--- src/bvir_pkg.sv ---
package bvir_pkg;

  localparam int CAPACITY   = 64;
  localparam int DATA_WIDTH = 32;

  // Fixed port widths
  localparam int OP_W    = 3;
  localparam int POS_W   = 7;
  localparam int VALUE_W = 32;
  localparam int COUNT_W = 7;

  // Internal widths that follow from capacity
  localparam int IDX_W = (CAPACITY > 1) ? $clog2(CAPACITY) : 1;
  localparam int CNT_W = $clog2(CAPACITY + 1);
  localparam int CMP_W = (POS_W > CNT_W) ? POS_W : CNT_W;

  typedef enum logic [OP_W-1:0] {
    OP_PUSH   = 3'd0,
    OP_POP    = 3'd1,
    OP_INSERT = 3'd2,
    OP_REMOVE = 3'd3,
    OP_READ   = 3'd4,
    OP_WRITE  = 3'd5,
    OP_FRONT  = 3'd6,
    OP_BACK   = 3'd7
  } op_t;

  typedef enum logic [1:0] {
    ST_OK    = 2'd0,
    ST_EMPTY = 2'd1,
    ST_RANGE = 2'd2,
    ST_FULL  = 2'd3
  } status_t;

  // What each cell of the row does this cycle, relative to the target slot
  typedef enum logic [1:0] {
    CMD_IDLE,     // hold
    CMD_LOAD_AT,  // load value at target
    CMD_OPEN_AT,  // load value at target, cells above take left neighbor
    CMD_CLOSE_AT  // cells at and above target take right neighbor
  } cmd_kind_t;

  typedef struct packed {
    cmd_kind_t              kind;
    logic [IDX_W-1:0]       target;
    logic [IDX_W-1:0]       rd_idx;
    logic [DATA_WIDTH-1:0]  value;
  } bvir_cmd_t;

endpackage

--- src/bvir_cell.sv ---
module bvir_cell (
  input  logic                            clk,
  input  bvir_pkg::bvir_cmd_t             cmd,
  input  logic [bvir_pkg::IDX_W-1:0]      cell_index,
  input  logic [bvir_pkg::DATA_WIDTH-1:0] left_data,
  input  logic [bvir_pkg::DATA_WIDTH-1:0] right_data,
  output logic [bvir_pkg::DATA_WIDTH-1:0] data,
  output logic [bvir_pkg::DATA_WIDTH-1:0] rd_data
);

  logic [bvir_pkg::DATA_WIDTH-1:0] data_next;
  logic                            at_target;
  logic                            above_target;

  assign at_target    = (cell_index == cmd.target);
  assign above_target = (cell_index > cmd.target);

  always_comb begin
    data_next = data;
    case (cmd.kind)
      bvir_pkg::CMD_LOAD_AT: begin
        if (at_target) data_next = cmd.value;
      end
      bvir_pkg::CMD_OPEN_AT: begin
        if (at_target) data_next = cmd.value;
        else if (above_target) data_next = left_data;
      end
      bvir_pkg::CMD_CLOSE_AT: begin
        if (at_target || above_target) data_next = right_data;
      end
      default: data_next = data;
    endcase
  end

  always_ff @(posedge clk) begin
    data <= data_next;
  end

  // Drive the read bus only when selected
  assign rd_data = (cell_index == cmd.rd_idx) ? data : '0;

endmodule

--- config.mk ---
export PLATFORM = sky130hd
export DESIGN_NAME = bvir_cell
export DESIGN_NICKNAME = d
export VERILOG_FILES = /design/src/bvir_pkg.sv /design/src/bvir_cell.sv
export SDC_FILE = /design/constraint.sdc
export NUM_CORES = 1
export LEC_CHECK = 0
export BUFFER_PORTS_ARGS = -buffer_cell sky130_fd_sc_hd__buf_2
export CORE_MARGIN = 3
export CORE_UTILIZATION = 40
export DETAILED_ROUTE_END_ITERATION = 10
export PLACE_DENSITY = 0.81
export SLEW_MARGIN = 15
export SYNTH_ARGS = -nofsm -noshare
export SYNTH_HDL_FRONTEND = slang
export SYNTH_SLANG_ARGS = --single-unit
--- constraint.sdc ---
create_clock -name clk -period 4.8 [get_ports clk]
set_clock_uncertainty 0.15 [all_clocks]
set_input_delay 0 -clock clk [delete_from_list [all_inputs] [get_ports clk]]
set_output_delay 0 -clock clk [all_outputs]
set_load 0.02 [all_outputs]
==> summary.txt, run 1 <==
Seq/Total Area, Yosys: 40.92%
Max VDD drop: 0.0001542 V
Top cell type's share of synthesized area: 40.92%
Hold_buf cts: 95
Final WL: 9.671 mm
Status: complete, no violations
Yosys top cell by area: edfxtp_1
Average size of a mapped cell: 9.210 um2
Die width: 82.63 um
IO Pins: 181
GRT Total Usage: 26.71%
WHS Endpoint: data[23]
Hold Slack: 0.4266 ns
Main flop type after synthesis: edfxtp_1
GPL Wtd Cong: 0.7216
WL met1: 3.238 mm
Largest net degree at the start of global routing: 66
Synthesis Warnings: 0
Synth area leaders: edfxtp_1, nand3_1, a22oi_1
Layout overhead on the synthesized area: 82.74%
Placed cell area: 3251 um2
# diodes: 0
CP Data Arrival Time: 2.68 ns
Most frequent cell after synthesis: nand3_1
Num CTS Buffers: 5
FF+latch count, synth: 32
WS Path Type: in2reg
Yosys cell types: 25
Leakage: 2.024 nW
Syn nets: 381
Start point of the critical path: cmd[44]
Via count: 3238
Period utilization: 58.62%
Vias/cell: 5.497
Power Density: 225.7 nW/um2
Worst EP required: 4.67 ns
Resized Gates After CTS: 0
Max Cap Viol: 0
Post-DP HPWL: 5.632 mm
Total Power: 968.7 uW
Pins Over Slew Limit: 0
Initial DRC count: 231
H-tree depth: 2
CP endpoint kind: flop
Post-synth EDFFs: 32
Clk sinks: 32
Post-route ant nets: 0
Rows: 27
NumNets Final: 643
Routed WL per cell: 16.42 um
Worst-path clk slew: 0.06 ns
Routed wl met3: 870 um
Fmax: 0.3554 GHz
DRC viols: 0
Worst-case clock buffer depth: 2
Largest register by flop count: data
Highest routed layer: met4
Largest register FFs: 32
Worst Max-Slew Pin Slew: 0.8292 ns
Top Registers: data (32)
Final Hold Viols: 0
Most frequent cells after synthesis: nand3_1, a22oi_1, and2_1, edfxtp_1
Total gr overflow: 0
CTS tree: done
Number of buffers added for setup after CTS: 0
PortBufs: 180
Post-layout instance area: 4292 um2
Min cycle time layout: 2.814 ns
1st-pass router iterations: 6
Hold path depth: 4
Vias in the first global route: 3010
Die height: 82.63 um
Hold_sp: left_data[23]
Initial core utilization: 41.88%
Min-Delay Path Class: in2reg
Cell Area, Synth: 2349 um2
Area of the die: 6827 um2
RSZ-0062 raised after global routing: no
Relative slew slack: 44.42%
Layout cells sized above 1: 39.85%
WL met2: 5.189 mm
Core ar.: 5608 um2
Mapped Cells: 255
Root buffer cell: clkbuf_8
Startpoint Class: primary input
# fillers: 393
Initial antenna violation count: 0
First-pass GRT wire length: 13.86 mm
Setup tns final: 0 ns
Final setup viols: 0
Post-synth ARST share: 0%
Crit path max fanout: 65
power by group:
group          switching (mW)  leakage [nW]  total, mW  internal (mW)
sequential             0.0288         0.303      0.402          0.373
combinational           0.196          1.68      0.379          0.183
clock                  0.0891        0.0410      0.187         0.0984
total                   0.314          2.02      0.969          0.655
placed cells by master (no fill, tap or decap), drive strengths merged:
| cell | instances |
|---|---|
| ha | 9 |
| o21bai | 1 |
| dlygate4sd3 | 95 |
| buf | 184 |
| nand4 | 2 |
| xor2 | 2 |
| a22oi | 32 |
| edfxtp | 32 |
| nor2 | 2 |
| xnor2 | 4 |
| nor3 | 2 |
| clkinv | 1 |
| nand2 | 2 |
| inv | 9 |
| nand3 | 96 |
| nor2b | 1 |
| a211oi | 1 |
| o32a | 1 |
| clkbuf | 6 |
| or2 | 1 |
| a21oi | 2 |
| and2 | 32 |
per-layer routing:
metal	vias to the layer above	global-route usage [%]
li1	1471	-
met1	1490	28.21
met2	237	50.72
met3	40	4.230
met4	0	13.24
met5	-	0
logic make-up after synthesis:
| family | synth area share (%) |
|---|---|
| AND/OR/NAND/NOR | 33.56 |
| AO/OA/AOI/OAI | 11.72 |
| buffers and inverters | 6.766 |
| flip-flops | 40.92 |
| adder cells (fa/ha/maj) | 4.795 |
| XOR/XNOR | 2.238 |
worst max-delay path, stage by stage:
cell and delay, ns:
buf_2 0.12, inv_1 0.09, ha_4 0.61, nor2_2 0.10, buf_4 0.27, a22oi_1 0.23, dlygate4sd3_1 0.58, nand3_1 0.08
dlygate4sd3_1 0.57
worst max-delay path by stage:
| stage | end | slack (ns) | cells after the start |
|---|---|---|---|
| after floorplan | data[0] | 2.63 | 6 |
| after global placement | data[3] | 2.23 | 7 |
| after detailed placement | data[3] | 2.12 | 7 |
| after CTS | data[12] | 1.76 | 9 |
| after global routing | data[15] | 1.87 | 9 |
| final | data[22] | 1.99 | 9 |
through the flow:
stage / utilization (%) / std cells / setup WS [ns]
after floorplan: - / 255 / 2.626
after global placement: 57.97 / 487 / 2.232
after detailed placement: 57.97 / 487 / 2.118
after CTS: 76.31 / 589 / 1.761
after global routing: 76.53 / 589 / 1.867
final: 76.53 / 589 / 1.986
final cells by class:
| class | instances | area (um2) | share of cell area, % |
|---|---|---|---|
| repair buffers | 279 | 1882 | 43.85 |
| flip-flops and latches | 32 | 960.9 | 22.39 |
| well taps | 72 | 90.09 | 2.099 |
| inverters | 9 | 33.78 | 0.7872 |
| clock buffers | 6 | 72.57 | 1.691 |
| clock inverters | 1 | 5.005 | 0.1166 |
| multi-input cells | 190 | 1247 | 29.07 |
No activity file was read; power rests on OpenSTA's default activity.
==> inputs of run 2 (changes only) <==
==> constraint.sdc (replaced) <==
create_clock -name clk -period 2.6 [get_ports clk]
set_clock_uncertainty 0.15 [all_clocks]
set_input_delay 0 -clock clk [delete_from_list [all_inputs] [get_ports clk]]
set_output_delay 0 -clock clk [all_outputs]
set_load 0.02 [all_outputs]
==> run 2 against run 1 <==
Effect of this change:
- total power increased by 84%
- sequential share of layout area shrank 0.052 points
- first-iteration DRC count is 5.6% lower
- core utilization up 0.18 points
- clock power increased by 84%
==> summary.txt, run 2 (same netlist as run 1, synthesis figures left out) <==
Worst Max-Slew Pin Slew: 0.7696 ns (-0.05951 ns)
RSZ-0062 raised after global routing: no
Clk sinks: 32 (unchanged)
Startpoint Class: primary input
Start point of the critical path: cmd[43]
Max Cap Viol: 0 (unchanged)
Min-Delay Path Class: in2reg
Final Instance Count excl. Fillers: 592 (+0.51%)
GRT Total Usage: 27.56% (+0.84 points)
Core ar.: 5608 um2 (unchanged)
WS Path Type: in2reg
Setup tns final: 0 ns (unchanged)
CP endpoint kind: flop
Sw Share: 32.36% (about the same)
Min cycle time layout: 2.374 ns
Die width: 82.63 um (unchanged)
Vias in the first global route: 3014 (+0.13%)
Final setup viols: 0 (unchanged)
Internal: 1.208 mW (+84%)
Die height: 82.63 um (unchanged)
Fmax: 0.4212 GHz
Commonest non-fill, non-tap cell in the layout: buf_2
GPL Wtd Cong: 0.7332 (+1.6%)
H-tree depth: 2 (unchanged)
Number of buffers added for setup after CTS: 0 (unchanged)
Num CTS Buffers: 5 (unchanged)
# diodes: 0 (unchanged)
Largest net degree at the start of global routing: 65 (-1.5%)
Worst-case clock buffer depth: 2 (unchanged)
CP Data Arrival Time: 2.37 ns (-0.31 ns)
Worst-path clk slew: 0.06 ns (about the same)
NumNets Final: 646 (+0.47%)
Largest register by flop count: data
Area of the die: 6827 um2 (unchanged)
Cell count after placement: 490 (+0.62%)
Share of total power in sequential cells: 41.5% (about the same)
Layout cells sized above 1: 40.00% (+0.15 points)
First-pass GRT wire length: 14.21 mm (+2.5%)
1st-pass router iterations: 5 (-1)
Worst EP required: 2.59 ns (-2.08 ns)
Power Density: 415.3 nW/um2 (+84%)
Top Registers: data (32)
Rows: 27 (unchanged)
Initial antenna violation count: 0 (unchanged)
Max VDD drop: 0.0002504 V (+62%)
Combinational fraction of design power: 39.3% (+0.2 points)
PortBufs: 180 (unchanged)
Leakage: 2.039 nW (+0.78%)
Relative slew slack: 48.69% (+4.3 points)
Placed cell area: 3273 um2 (+0.69%)
Final WL: 9.883 mm (+2.2%)
Routed WL per cell: 16.69 um (+1.7%)
Status: complete, no violations
Resized Gates After CTS: 0 (unchanged)
Post-layout instance area: 4302 um2 (+0.23%)
IO Pins: 181 (unchanged)
CTS tree: done
Initial DRC count: 218 (-5.6%)
Via count: 3202 (-1.1%)
Utilization after layout: 76.71% (+0.18 points)
Initial core utilization: 41.88% (unchanged)
Final Hold Viols: 0 (unchanged)
Layout overhead on the synthesized area: 83.16%
Hold path depth: 4 (unchanged)
Pins Over Slew Limit: 0 (unchanged)
Clock group share of total power: 19.3% (about the same)
Crit path max fanout: 19 (-71%)
Root buffer cell: clkbuf_8
Largest register FFs: 32 (unchanged)
Post-DP HPWL: 5.834 mm (+3.6%)
Commonest cells after routing, fill and taps aside: buf_2, dlygate4sd3_1, nand3_1
Post-route ant nets: 0 (unchanged)
Period utilization: 91.32%
Hold_sp: left_data[28]
DRC viols: 0 (unchanged)
Vias/cell: 5.409 (-1.6%)
NetSw: 578.1 uW (+84%)
Total gr overflow: 0 (unchanged)
[run 2: area by class of cell]
cell class              count  area (um2)
repair buffers            282        1904
fillers                   398        1306
multi-input cells         190        1235
flip-flops and latches     32       960.9
well taps                  72       90.09
clock buffers               6       72.57
inverters                   9       33.78
clock inverters             1       5.005
[run 2: stage by stage]
stage / hold WS [ns] / power (mW) / worst slack, ns
after floorplan: 0.05369 / 1.017 / 0.4260
after global placement: 0.1569 / 1.246 / 0.5280
after detailed placement: 0.1622 / 1.263 / 0.4557
after CTS: 0.4191 / 1.770 / 0.2722
after global routing: 0.4587 / 1.874 / 0.09446
final: 0.4261 / 1.787 / 0.2256
[run 2: metal layers]
| layer | GRT usage [%] | routed length, um | vias up |
|---|---|---|---|
| met4 | 9.314 | 281 | 0 |
| met2 | 52.32 | 5290 | 224 |
| li1 | - | - | 1476 |
| met5 | 0 | 0 | - |
| met1 | 30.46 | 3408 | 1474 |
| met3 | 5.098 | 903 | 28 |
[run 2: critical path: stages]
cell and delay (ns):
buf_2 0.08, inv_1 0.03, ha_1 0.31, nand4_1 0.16
or2_1 0.61, buf_4 0.38, nand3_1 0.11, nand3_1 0.13
dlygate4sd3_1 0.55
[run 2: power groups by stage]
| stage | clock network (mW) | registers (mW) | logic [mW] |
|---|---|---|---|
| floorplan | 0 | 0.853 | 0.164 |
| global placement | 0 | 0.744 | 0.502 |
| detailed placement | 0 | 0.749 | 0.514 |
| CTS | 0.350 | 0.739 | 0.681 |
| global route | 0.372 | 0.749 | 0.754 |
| finish | 0.344 | 0.741 | 0.701 |
[run 2: path summary, 6_finish.rpt]
path	to	slack, ns
setup / recovery	data[31]	0.23
hold / removal	data[28]	0.43
[run 2: timing repair]
| item | CTS | global route |
|---|---|---|
| hold buffers | 95 | 0 |
| setup endpoints to repair | 0 | 0 |
| hold endpoints to repair | 32 | 0 |
==> inputs of run 3 (changes only) <==
--- a/config.mk
+++ b/config.mk
@@ -5,11 +5,13 @@
 export SDC_FILE = /design/constraint.sdc
 export NUM_CORES = 1
 export LEC_CHECK = 0
+export ABC_AREA = 1
 export BUFFER_PORTS_ARGS = -buffer_cell sky130_fd_sc_hd__buf_2
 export CORE_MARGIN = 3
 export CORE_UTILIZATION = 40
 export DETAILED_ROUTE_END_ITERATION = 10
-export PLACE_DENSITY = 0.81
+export HOLD_SLACK_MARGIN = 0.05
+export PLACE_DENSITY = 0.8
 export SLEW_MARGIN = 15
 export SYNTH_ARGS = -nofsm -noshare
 export SYNTH_HDL_FRONTEND = slang
==> run 3 against run 2 <==
Effect of this change:
- the flow now stops in clock tree synthesis
- synthesized area rose by 3.9%
- synthesized cell count rose by 19%
==> summary.txt, run 3 <==
Status: stopped before the end
Last stage: clock tree synthesis
First Error: [ERROR RSZ-0060] Max buffer count reached.
Worst-case clock buffer depth: 2 (unchanged)
Post-DP HPWL: 6.191 mm (+6.1%)
GPL Wtd Cong: 0.8691 (+19%)
Clk sinks: 32 (unchanged)
Post-synth EDFFs: 32 (unchanged)
IO Pins: 181 (unchanged)
Syn nets: 430 (+13%)
Average size of a mapped cell: 8.026 um2 (-13%)
Synthesis Warnings: 0 (unchanged)
PortBufs: 180 (unchanged)
Die height: 84.10 um (+1.8%)
Yosys cell types: 23 (-8.0%)
Seq/Total Area, Yosys: 39.38% (-1.5 points)
Die width: 84.10 um (+1.8%)
Hold_buf cts: 111 (+17%)
Num CTS Buffers: 5 (unchanged)
Top cell type's share of synthesized area: 39.38% (-1.5 points)
Cell Area, Synth: 2440 um2 (+3.9%)
Dpl ws: 0.5543 ns (+0.09859 ns)
H-tree depth: 2 (unchanged)
FF+latch count, synth: 32 (unchanged)
Mapped Cells: 304 (+19%)
Resized Gates After CTS: 0 (unchanged)
Initial core utilization: 42.74% (+0.86 points)
Number of buffers added for setup after CTS: 0 (unchanged)
Synth area leaders: edfxtp_1, o21ai_1, a22oi_1
Post-synth ARST share: 0% (unchanged)
Rows: 27 (unchanged)
Most frequent cells after synthesis: o21ai_1, inv_1, nor2_1, a21oi_1
Yosys top cell by area: edfxtp_1
Main flop type after synthesis: edfxtp_1
Root buffer cell: clkbuf_8
Most frequent cell after synthesis: o21ai_1
==> run 3: cell types whose count changed after synthesis, moves of 9 or more <==
| cell | before | now |
|---|---|---|
| nand3_1 | 86 | 1 |
| o21ai_1 | 0 | 61 |
| inv_1 | 9 | 48 |
| nor2_1 | 1 | 38 |
| and2_1 | 32 | 0 |
| a21oi_1 | 2 | 33 |
| nand2_1 | 2 | 11 |
| nand3_2 | 10 | 1 |
==> run 3: metrics by stage <==
step | util (%) | instance area, um2 | instances
global placement | 58.56 | 3343 | 541
floorplan | - | 2442 | 304
detailed placement | 58.56 | 3343 | 541
==> run 3: kinds of logic after synthesis <==
group | share of synthesized area, %
xor gates and xnor gates | 1.795
adders and majority gates | 4.615
and+or+nand+nor | 10.36
AOI/OAI and AO/OA | 30.26
buffers and inverters | 13.59
DFF | 39.38
==> inputs of run 4 (changes only) <==
--- a/config.mk
+++ b/config.mk
@@ -8,10 +8,9 @@
 export ABC_AREA = 1
 export BUFFER_PORTS_ARGS = -buffer_cell sky130_fd_sc_hd__buf_2
 export CORE_MARGIN = 3
-export CORE_UTILIZATION = 40
+export CORE_UTILIZATION = 25
 export DETAILED_ROUTE_END_ITERATION = 10
-export HOLD_SLACK_MARGIN = 0.05
-export PLACE_DENSITY = 0.8
+export PLACE_DENSITY_LB_ADDON = 0.15
 export SLEW_MARGIN = 15
 export SYNTH_ARGS = -nofsm -noshare
 export SYNTH_HDL_FRONTEND = slang
==> run 4 against run 3 <==
Effect of this change:
- synthesized area unchanged
- the run now ends clean
- synthesized cell count is the same
==> summary.txt, run 4 <==
RSZ-0062 raised after global routing: no
Initial antenna violation count: 0
1st-pass router iterations: 4
Top cell type's share of synthesized area: 39.38% (unchanged)
Sw Share: 33.90%
Hold path depth: 6
Power Density: 403.0 nW/um2
H-tree depth: 2 (unchanged)
# diodes: 0
Yosys top cell by area: edfxtp_1
Leakage: 2.289 nW
CP Data Arrival Time: 2.25 ns
Clock group share of total power: 19.5%
Via count: 3293
Fmax: 0.4441 GHz
Largest net degree at the start of global routing: 34
Largest register FFs: 32
Most used cell, CP: dlygate4sd3_1
Die height: 104.8 um (+25%)
Most frequent cells after synthesis: o21ai_1, inv_1, nor2_1, a21oi_1
Syn nets: 430 (unchanged)
Synth area leaders: edfxtp_1, o21ai_1, a22oi_1
Relative slew slack: 53.34%
IO Pins: 181 (unchanged)
Hold Slack: 0.4174 ns
WHS Endpoint: data[14]
Main flop type after synthesis: edfxtp_1
Worst-path clk slew: 0.07 ns
Routed WL per cell: 14.19 um
Mapped Cells: 304 (unchanged)
Initial core utilization: 26.03% (-17 points)
Top Registers: data (32)
Layout overhead on the synthesized area: 87.44%
Startpoint Class: primary input
GPL Wtd Cong: 0.7599 (-13%)
Seq/Total Area, Yosys: 39.38% (unchanged)
CP endpoint kind: flop
Status: complete, no violations
Post-route ant nets: 0
Cell count after placement: 600 (+11%)
Worst path top cell family by delay: buffers and inverters
WP buf/inv: 4
FF+latch count, synth: 32 (unchanged)
Number of buffers added for setup after CTS: 0 (unchanged)
Worst EP required: 2.60 ns
Clk sinks: 32 (unchanged)
Combinational fraction of design power: 41.0%
Area of the die: 10980 um2
WS Path Type: in2reg
Cell Area, Synth: 2440 um2 (unchanged)
Min cycle time layout: 2.252 ns
Die width: 104.8 um (+25%)
Most frequent cell after synthesis: o21ai_1
NetSw: 624.8 uW
Crit path max fanout: 15
Crit-path cells: buf_2 > ha_1 > buf_4 > nor2_4 > a22oi_1 > dlygate4sd3_1 > o21ai_0 > dlygate4sd3_1
First-pass GRT wire length: 16.15 mm
PortBufs: 180 (unchanged)
Final setup viols: 0
Total gr overflow: 0
Post-synth EDFFs: 32 (unchanged)
Max Cap Viol: 0
Worst-case clock buffer depth: 2 (unchanged)
Vias/cell: 4.619
DRC viols: 0
Layout cells sized above 1: 34.76%
Setup tns final: 0 ns
Post-synth ARST share: 0% (unchanged)
CTS tree: done
Post-DP HPWL: 6.700 mm (+8.2%)
Average size of a mapped cell: 8.026 um2 (unchanged)
Root buffer cell: clkbuf_8
Final WL: 10.12 mm
Internal: 1.218 mW
Vias in the first global route: 3436
Share of total power in sequential cells: 39.4%
Period utilization: 86.61%
Worst Max-Slew Pin Slew: 0.6991 ns
Pins Over Slew Limit: 0
Synthesis Warnings: 0 (unchanged)
Core ar.: 9371 um2
Final Hold Viols: 0
Largest register by flop count: data
Num CTS Buffers: 5 (unchanged)
Max VDD drop: 0.0001854 V
Initial DRC count: 245
Crit-path slowest cell: dlygate4sd3_1
CP peak stage delay: 0.59 ns
Min-Delay Path Class: in2reg
GRT Total Usage: 18.04%
Final Instance Count excl. Fillers: 713
Yosys cell types: 23 (unchanged)
Rows: 35 (+30%)
Commonest cells after routing, fill and taps aside: buf_2, dlygate4sd3_1, o21ai_1
Commonest non-fill, non-tap cell in the layout: buf_2
NumNets Final: 710
Hold_sp: cmd[44]
run 4: cell counts after synthesis:
No cell type changed its count.
run 4: worst max-delay path by stage:
stage,startpoint,slack (ns),endpoint,depth (start not counted)
global placement,cell_index[3],0.63,data[31],9
CTS,cmd[44],0.19,data[20],8
finish,cmd[44],0.35,data[17],8
detailed placement,cell_index[3],0.63,data[31],9
floorplan,cmd[43],0.37,data[0],8
global route,cmd[44],0.23,data[23],8
run 4: kinds of logic after synthesis:
kind of cell / count (synthesis) / share of synthesized area, %
compound gates: 131 / 30.26
xor+xnor: 5 / 1.795
fa+ha+maj: 9 / 4.615
buf+inv: 71 / 13.59
flops: 32 / 39.38
simple gates: 56 / 10.36
run 4: what timing repair did:
item,in CTS,in global routing
gates resized for setup,0,1
hold buffers,106,0
endpoints found under the setup margin,0,4
endpoints found under the hold margin,32,0
run 4: area by class of cell:
type | count | area (um2)
tap | 129 | 161.4
inverter | 49 | 183.9
clock inverter | 1 | 5.005
clock buffer | 6 | 72.57
timing repair buffer | 295 | 2029
fill | 944 | 4798
multi-input combinational | 201 | 1160
sequential | 32 | 960.9
run 4: power groups by stage:
stage | combinational [mW] | clock [mW] | sequential [mW]
2_1_floorplan | 0.227 | 0 | 0.846
3_3_place_gp | 0.585 | 0 | 0.739
3_5_place_dp | 0.587 | 0 | 0.740
4_1_cts | 0.750 | 0.372 | 0.729
5_1_grt | 0.827 | 0.401 | 0.740
6_report | 0.756 | 0.360 | 0.727
run 4: metrics by stage:
step	power [mW]	setup WS (ns)	instance area, um2	utilization, %
after CTS	1.852	0.1877	4568	48.75
final	1.843	0.3482	4573	48.80
after global routing	1.969	0.2257	4573	48.80
after global placement	1.323	0.6344	3430	36.60
after floorplan	1.073	0.3710	2442	-
after detailed placement	1.327	0.6285	3430	36.60
run 4: layer usage:
metal | wire [um] | up-vias | global-route usage [%]
met2 | 5337 | 138 | 34.28
met4 | 241 | 0 | 6.186
met1 | 3874 | 1525 | 19.92
li1 | - | 1610 | -
met5 | 0 | - | 0
met3 | 666 | 20 | 3.274
